File: src/isb_pkg.sv
// Package for the indexed sequence store: sizes, command and status codes,
// and the control struct that steers each storage cell. No dependencies.
package isb_pkg;

  localparam int unsigned DEPTH  = 16;
  localparam int unsigned DATA_W = 32;

  localparam int unsigned CMD_W  = 3;
  localparam int unsigned POS_W  = 5;
  localparam int unsigned VAL_W  = 32;
  localparam int unsigned FPOS_W = 4;
  localparam int unsigned CNTO_W = 5;

  localparam int unsigned IDX_W = (DEPTH > 1) ? $clog2(DEPTH) : 1;
  localparam int unsigned CNT_W = $clog2(DEPTH + 1);
  localparam int unsigned CMP_W = (CNT_W > POS_W) ? CNT_W : POS_W;

  typedef enum logic [CMD_W-1:0] {
    CMD_INSERT = 3'd0,
    CMD_APPEND = 3'd1,
    CMD_DELETE = 3'd2,
    CMD_READ   = 3'd3,
    CMD_SEARCH = 3'd4,
    CMD_CLEAR  = 3'd5
  } cmd_e;

  typedef enum logic [1:0] {
    ST_OK    = 2'd0,
    ST_RANGE = 2'd1,
    ST_FULL  = 2'd2
  } status_e;

  typedef enum logic [1:0] {
    CELL_HOLD       = 2'd0,
    CELL_LOAD       = 2'd1,
    CELL_TAKE_LEFT  = 2'd2,
    CELL_TAKE_RIGHT = 2'd3
  } cell_op_e;

  typedef struct packed {
    cell_op_e            op;
    logic [DATA_W-1:0]   value;
  } cell_ctrl_t;

endpackage

File: src/indexed_sequence_store.sv
// Indexed sequence store: an ordered list of DEPTH elements kept in a chain
// of cells that shift toward the tail on insert and toward the head on delete.
//
// A command is taken at a rising edge where start is high and busy is low.
// Its fields are cmd_i, position_i and value_i. Every command gives exactly
// one result, shown on the result ports for one cycle while done_o is high.
// The result appears in the cycle right after the command is taken, as all
// cells shift or compare in parallel in the cycle the command is taken, and
// the search priority encoder and the read multiplexer feed the result
// registers directly. busy is always low, so a command may be issued every
// cycle.
// count_o gives the number of elements after the command, status_o reports
// an out-of-range position or a full store, in which case nothing changes.
// Reset clears the element count and drops any pending result; element
// contents are not cleared and are never visible before being written.
// The receiver cannot stall; a result not taken in its cycle is gone.
// Depends on isb_pkg and isb_cell.
module indexed_sequence_store (
  input  logic                       clk_i,
  input  logic                       rst_ni,
  input  logic                       start,
  output logic                       busy,
  input  logic [isb_pkg::CMD_W-1:0]  cmd_i,
  input  logic [isb_pkg::POS_W-1:0]  position_i,
  input  logic [isb_pkg::VAL_W-1:0]  value_i,
  output logic                       done_o,
  output logic [isb_pkg::VAL_W-1:0]  read_value_o,
  output logic                       found_o,
  output logic [isb_pkg::FPOS_W-1:0] found_position_o,
  output logic [isb_pkg::CNTO_W-1:0] count_o,
  output logic [1:0]                 status_o
);
  import isb_pkg::*;

  logic                accept;
  logic [DATA_W-1:0]   key;
  logic [CMP_W-1:0]    pos_ext;
  logic [CMP_W-1:0]    cnt_ext;
  logic                full;
  logic                do_insert;
  logic                do_delete;
  logic [CMP_W-1:0]    ins_pos;

  logic [DATA_W-1:0]   cell_data  [DEPTH];
  logic [DEPTH-1:0]    cell_match;
  cell_ctrl_t          cell_ctrl  [DEPTH];

  logic [CNT_W-1:0]    count_q, count_d;
  logic                done_q;
  logic [VAL_W-1:0]    read_value_q, read_value_d;
  logic                found_q, found_d;
  logic [IDX_W-1:0]    fpos_q, fpos_d;
  status_e             status_q, status_d;

  assign accept  = start && !busy;
  assign busy    = 1'b0;
  assign key     = DATA_W'(value_i);
  assign pos_ext = CMP_W'(position_i);
  assign cnt_ext = CMP_W'(count_q);
  assign full    = (count_q >= CNT_W'(DEPTH));

  always_comb begin
    do_insert    = 1'b0;
    do_delete    = 1'b0;
    ins_pos      = pos_ext;
    count_d      = count_q;
    read_value_d = '0;
    found_d      = 1'b0;
    fpos_d       = '0;
    status_d     = ST_OK;
    case (cmd_e'(cmd_i))
      CMD_INSERT: begin
        if (pos_ext > cnt_ext) begin
          status_d = ST_RANGE;
        end else if (full) begin
          status_d = ST_FULL;
        end else begin
          do_insert = 1'b1;
        end
      end
      CMD_APPEND: begin
        ins_pos = cnt_ext;
        if (full) begin
          status_d = ST_FULL;
        end else begin
          do_insert = 1'b1;
        end
      end
      CMD_DELETE: begin
        if (pos_ext >= cnt_ext) begin
          status_d = ST_RANGE;
        end else begin
          do_delete = 1'b1;
        end
      end
      CMD_READ: begin
        if (pos_ext >= cnt_ext) begin
          status_d = ST_RANGE;
        end else begin
          read_value_d = VAL_W'(cell_data[pos_ext[IDX_W-1:0]]);
        end
      end
      CMD_SEARCH: begin
        for (int i = DEPTH - 1; i >= 0; i--) begin
          if (cell_match[i] && (CMP_W'(i) < cnt_ext)) begin
            found_d = 1'b1;
            fpos_d  = IDX_W'(i);
          end
        end
      end
      CMD_CLEAR: begin
        count_d = '0;
      end
      default: begin
      end
    endcase
    if (do_insert) begin
      count_d = count_q + CNT_W'(1);
    end else if (do_delete) begin
      count_d = count_q - CNT_W'(1);
    end
  end

  always_comb begin
    for (int i = 0; i < DEPTH; i++) begin
      cell_ctrl[i].value = key;
      cell_ctrl[i].op    = CELL_HOLD;
      if (accept && do_insert) begin
        if (CMP_W'(i) == ins_pos) begin
          cell_ctrl[i].op = CELL_LOAD;
        end else if (CMP_W'(i) > ins_pos) begin
          cell_ctrl[i].op = CELL_TAKE_LEFT;
        end
      end else if (accept && do_delete) begin
        if (CMP_W'(i) >= pos_ext) begin
          cell_ctrl[i].op = CELL_TAKE_RIGHT;
        end
      end
    end
  end

  for (genvar g = 0; g < DEPTH; g++) begin : g_cell
    logic [DATA_W-1:0] left_data;
    logic [DATA_W-1:0] right_data;
    if (g == 0) begin : g_head
      assign left_data = key;
    end else begin : g_body
      assign left_data = cell_data[g-1];
    end
    if (g == DEPTH - 1) begin : g_tail
      assign right_data = cell_data[g];
    end else begin : g_inner
      assign right_data = cell_data[g+1];
    end
    isb_cell u_cell (
      .clk_i   (clk_i),
      .ctrl_i  (cell_ctrl[g]),
      .left_i  (left_data),
      .right_i (right_data),
      .data_o  (cell_data[g]),
      .match_o (cell_match[g])
    );
  end

  always_ff @(posedge clk_i or negedge rst_ni) begin
    if (!rst_ni) begin
      count_q <= '0;
      done_q  <= 1'b0;
    end else begin
      done_q <= accept;
      if (accept) begin
        count_q <= count_d;
      end
    end
  end

  always_ff @(posedge clk_i) begin
    if (accept) begin
      read_value_q <= read_value_d;
      found_q      <= found_d;
      fpos_q       <= fpos_d;
      status_q     <= status_d;
    end
  end

  assign done_o           = done_q;
  assign read_value_o     = read_value_q;
  assign found_o          = found_q;
  assign found_position_o = FPOS_W'(fpos_q);
  assign count_o          = CNTO_W'(count_q);
  assign status_o         = status_q;

endmodule

File: src/isb_cell.sv
// One storage cell of the chain: holds one element, loads a new value or
// takes its neighbor's element, and compares its element with the key.
// Depends on isb_pkg.
module isb_cell (
  input  logic                       clk_i,
  input  isb_pkg::cell_ctrl_t        ctrl_i,
  input  logic [isb_pkg::DATA_W-1:0] left_i,
  input  logic [isb_pkg::DATA_W-1:0] right_i,
  output logic [isb_pkg::DATA_W-1:0] data_o,
  output logic                       match_o
);
  import isb_pkg::*;

  logic [DATA_W-1:0] data_q;
  logic [DATA_W-1:0] data_d;

  always_comb begin
    case (ctrl_i.op)
      CELL_LOAD:       data_d = ctrl_i.value;
      CELL_TAKE_LEFT:  data_d = left_i;
      CELL_TAKE_RIGHT: data_d = right_i;
      default:         data_d = data_q;
    endcase
  end

  always_ff @(posedge clk_i) begin
    data_q <= data_d;
  end

  assign data_o  = data_q;
  assign match_o = (data_q == ctrl_i.value);

endmodule

File: config.mk
export PLATFORM = sky130hd
export DESIGN_NAME = indexed_sequence_store
export DESIGN_NICKNAME = d
export VERILOG_FILES = /design/src/isb_pkg.sv /design/src/indexed_sequence_store.sv /design/src/isb_cell.sv
export SDC_FILE = /design/constraint.sdc
export NUM_CORES = 2
export LEC_CHECK = 0
export BUFFER_PORTS_ARGS = -buffer_cell sky130_fd_sc_hd__buf_2
export CORE_ASPECT_RATIO = 1.5
export CORE_UTILIZATION = 55
export DETAILED_ROUTE_END_ITERATION = 12
export GPL_TIMING_DRIVEN = 0
export PLACE_DENSITY = 0.71
export SLEW_MARGIN = 20
export SYNTH_ARGS = -nofsm -noshare
export SYNTH_HDL_FRONTEND = slang
export SYNTH_SLANG_ARGS = --single-unit
File: constraint.sdc
create_clock -name clk_i -period 7.5 [get_ports clk_i]
set_clock_uncertainty 0.1 [all_clocks]
set_input_delay 0.75 -clock clk_i [delete_from_list [all_inputs] [get_ports clk_i]]
set_output_delay 0.75 -clock clk_i [all_outputs]
set_load 0.01 [all_outputs]
==> results.yml, run 1 <==
logic_synthesis:
  yosys_warnings: 0
  ys_seq_area_share_pct: 45.8
  netlist_instances: 3385
  yosysMostFrequentCell: "nand2_1"
  avgSynthCellArea_um2: 10.8
  syn_nets: 3437
  yosysTopAreaCellShare_pct: 45.4
  synth_edf_count: 551
  synthDistinctLibCells: 64
  ys_async_sr_fraction_pct: 1.08
  ys_top_cells_by_count: "nand2_1 (882), edfxtp_1 (551), a22oi_1 (416), xor2_1 (298), xnor2_1 (214)"
  synth_area_leaders: "edfxtp_1 (45%), mux4_2 (9.9%), nand2_1 (9.1%), a22oi_1 (8.6%), xor2_1 (7.2%)"
  syn_area_um2: 36500
  synth_ff_type: "edfxtp_1"
  synth_area_leader_cell: "edfxtp_1"
  synth-seq-cells: 557
clock_tree:
  cts_buffers: 56
  htreeDepth: 2
  clockRootBuffer: "clkbuf_16"
  clock_sinks: 557
  cts_buffer_depth: 3
grt:
  grt_max_degree: 42
  grt_first_pass_wirelength_um: 302000
  grt_overflow: 61
  grtUsageTotal_pct: 66.3
  grt_pass1_vias: 34100
floorplanning:
  die_height_um: 317
  rows: 115
  start_util_pct: 55.6
  die_x_um: 212
  ioPinCount: 89
place:
  dp_hpwl_um: 157000
  placed_cell_area_um2: 38400
  io_buffers: 54
  globalplace.congestion: 1.13
status:
  status: "stopped before the end"
  firstError: "[ERROR GRT-0116] Global routing finished with congestion. Check the congestion regions in the DRC Viewer."
  lastStage: "global routing"
==> per-stage QoR <==
step	setup TNS [ps]	instances	worst slack, ps
floorplan	0	3385	1090
global placement	-937870	4316	-3600
detailed placement	0	4332	26.3
CTS	0	4431	696
==> timing repair <==
action,CTS
setup buffers,0
resized for setup,0
hold buffers,1
endpoints found under the hold margin,6
==> kinds of logic after synthesis <==
kind of cell               after synthesis  synth area share [%]
adders and majority gates                9                 0.309
DFF                                    557                  45.8
muxes                                  266                  13.0
xor gates and xnor gates               512                  12.3
AOI/OAI and AO/OA                      527                  10.5
and+or+nand+nor                       1181                  14.1
other                                    1                0.0103
buffers and inverters                  332                  4.00
==> routing by layer <==
layer / GRT overflow / global-route usage (%)
met3: 1 / 39.6
met4: 23 / 67.8
met1: 0 / 71.3
met2: 37 / 86.1
met5: 0 / 3.15
==> run 2, diff against run 1 <==
- CORE_ASPECT_RATIO: 1.5 -> not set
- CORE_UTILIZATION: 55 -> 40
- PLACE_DENSITY: 0.71 -> not set
- PLACE_DENSITY_LB_ADDON: not set -> 0.15
==> run 2 against run 1 <==
Compared with the run above:
- area after synthesis unchanged
- synthesized cell count unchanged
- the flow now finishes, with violations (setup timing)
==> results.yml, run 2 <==
status:
  status: "finished with violations"
  violations: "setup timing"
logic_synthesis:
  ys_async_sr_fraction_pct: 1.08
  synth-seq-cells: 557
  synth_area_leaders: "edfxtp_1 (45%), mux4_2 (9.9%), nand2_1 (9.1%), a22oi_1 (8.6%), xor2_1 (7.2%)"
  syn_nets: 3437
  synth_ff_type: "edfxtp_1"
  syn_area_um2: 36500
  ys_top_cells_by_count: "nand2_1 (882), edfxtp_1 (551), a22oi_1 (416), xor2_1 (298), xnor2_1 (214)"
  synth_area_leader_cell: "edfxtp_1"
  ys_seq_area_share_pct: 45.8
  avgSynthCellArea_um2: 10.8
  netlist_instances: 3385
  yosys_warnings: 0
  yosysMostFrequentCell: "nand2_1"
  synth_edf_count: 551
  yosysTopAreaCellShare_pct: 45.4
  synthDistinctLibCells: 64
setup_path:
  reg2reg_from: "count_o[4]"
  end_kind: "register"
  reg2reg_depth: 13
  cp_max_fo: 10
  required_ps: 7830
  worstSetupStartpoint: "position_i[0]"
  worst-setup-path-type: "primary input to register"
  endpoint: "g_cell[15].u_cell.data_o[22]"
  reg2reg_slack_ps: 960
  cp.arrival_ps: 8010
  rr_endpoint: "g_cell[15].u_cell.data_o[22]"
  cp-start-kind: "primary input"
layout:
  fin_util_pct: 46.1
  drive_above_1_share_pct: 18.0
  largest_reg_flops: 512
  final_cell_mix: "nand2_1 (882), edfxtp_1 (551), a22oi_1 (416)"
  final_common_cell: "nand2_1"
  fin_nets: 3596
  syn_to_final_growth_pct: 13.8
clock_tree:
  cts_resized: 0
  clk-insertion-delay-late_ps: 690
  htreeDepth: 3
  cts_buffer_depth: 3
  clockRootBuffer: "clkbuf_16"
  clkTransAtPathRegs_ps: 70
  cts_buffers: 72
  clock_sinks: 557
  cts_tree: "done"
routing:
  routed_wl_um: 251000
  first_pass_iters: 6
  vias: 35200
  antenna_left: 0
  drc_errors: 0
  wire_per_inst_um: 52.3
  via_per_inst: 7.35
  drtIter0Drc: 7640
timing:
  fin_ws_ps: -185
  tightest_slew_ps: 1350
  finalHoldViolations: 0
  min_period_ps: 7690
  rsz0062_at_grt: "false"
  hold_ws_ps: 335
  setup_viol: 45
  max_slew_margin_pct: 10.3
  post-route-period-util_pct: 102
  fmax_mhz: 130
  drv_slew: 0
place:
  dp_hpwl_um: 188000
  globalplace.congestion: 1.09
  io_buffers: 54
floorplanning:
  rows: 110
  dieArea_um2: 92400
  start_util_pct: 40.5
  ioPinCount: 89
  die_x_um: 304
  die_height_um: 304
  core_um2: 90100
min_path:
  hp-class: "primary input to async pin"
grt:
  grt_first_pass_wirelength_um: 319000
  grtUsageTotal_pct: 53.2
  antenna_found_initial: 38
  grt_overflow: 0
  grt_pass1_vias: 31000
  grt_max_degree: 42
power:
  power_density_nw_per_um2: 220
  peakVddDrop_uv: 181
  p_leak_nw: 15.2
job:
  drv_cap: 0
[run 2: cell counts after synthesis]
Identical to the previous run, type by type.
[run 2: how the worst min path moves through the flow]
stage | from | to | cells after the start
2_1_floorplan | rst_ni | count_o[0] | 0
4_1_cts | rst_ni | count_o[0] | 2
3_5_place_dp | rst_ni | done_o | 1
3_3_place_gp | rst_ni | done_o | 1
6_report | rst_ni | done_o | 2
5_1_grt | rst_ni | count_o[0] | 2
[run 2: layer usage]
| layer | GRT usage, % | vias to the layer above | share of wire [%] |
|---|---|---|---|
| li1 | - | 12800 | - |
| met1 | 64.6 | 17500 | 35 |
| met2 | 71.7 | 3919 | 39 |
| met3 | 24.9 | 995 | 16 |
| met4 | 41.9 | 20 | 10 |
| met5 | 2.27 | - | 0.16 |
[run 2: worst max-delay path, cell delays in order]
cell and delay, ps:
clkbuf_2 550, buf_2 540, buf_1 810, buf_2 680
inv_1 250, ha_1 360, a31oi_1 150, and4_1 200
nand2_1 590, buf_2 520, a21boi_0 270, ha_1 430
buf_1 510, buf_1 910, mux2_2 430
[run 2: timing repair]
item,in CTS,in global routing
buffers inserted,0,0
hold endpoints to repair,6,0
hold buffers,1,0
[run 2: cell families after synthesis]
family	Yosys count	synth area share (%)
buffers and inverters	332	4.00
adders and majority gates	9	0.309
and+or+nand+nor	1181	14.1
DFF	557	45.8
other	1	0.0103
xor gates and xnor gates	512	12.3
muxes	266	13.0
AOI/OAI and AO/OA	527	10.5
[run 2: power breakdown]
group,internal [mW],switching (mW),leakage [nW],total (mW)
Sequential,3.55,0.206,5.11,3.76
Clock,2.06,1.57,1.12,3.63
Combinational,0.481,1.24,9.01,1.73
Total,6.10,3.02,15.2,9.12
[run 2: area by class of cell]
type	instances	area, µm²
sequential	557	16700
clock inverter	40	388
buffer	319	1460
antenna	24	60.1
tap	1176	1470
clock buffer	87	1920
fill	8506	48600
timing repair buffer	85	966
multi-input combinational	2496	18500
inverter	13	48.8
[run 2: stage by stage]
step	worst slack (ps)	TNS (ps)	power, mW	area, µm²	instances
2_1_floorplan	1090	0	4.51	36500	3385
3_3_place_gp	-4630	-1413560	5.35	38200	4615
3_5_place_dp	-450	-25200	5.40	39100	4645
4_1_cts	223	0	8.93	41500	4773
5_1_grt	32.4	0	9.13	41500	4777
6_report	-185	-2570	9.12	41500	4797
Power figures use the tool's default switching activity.
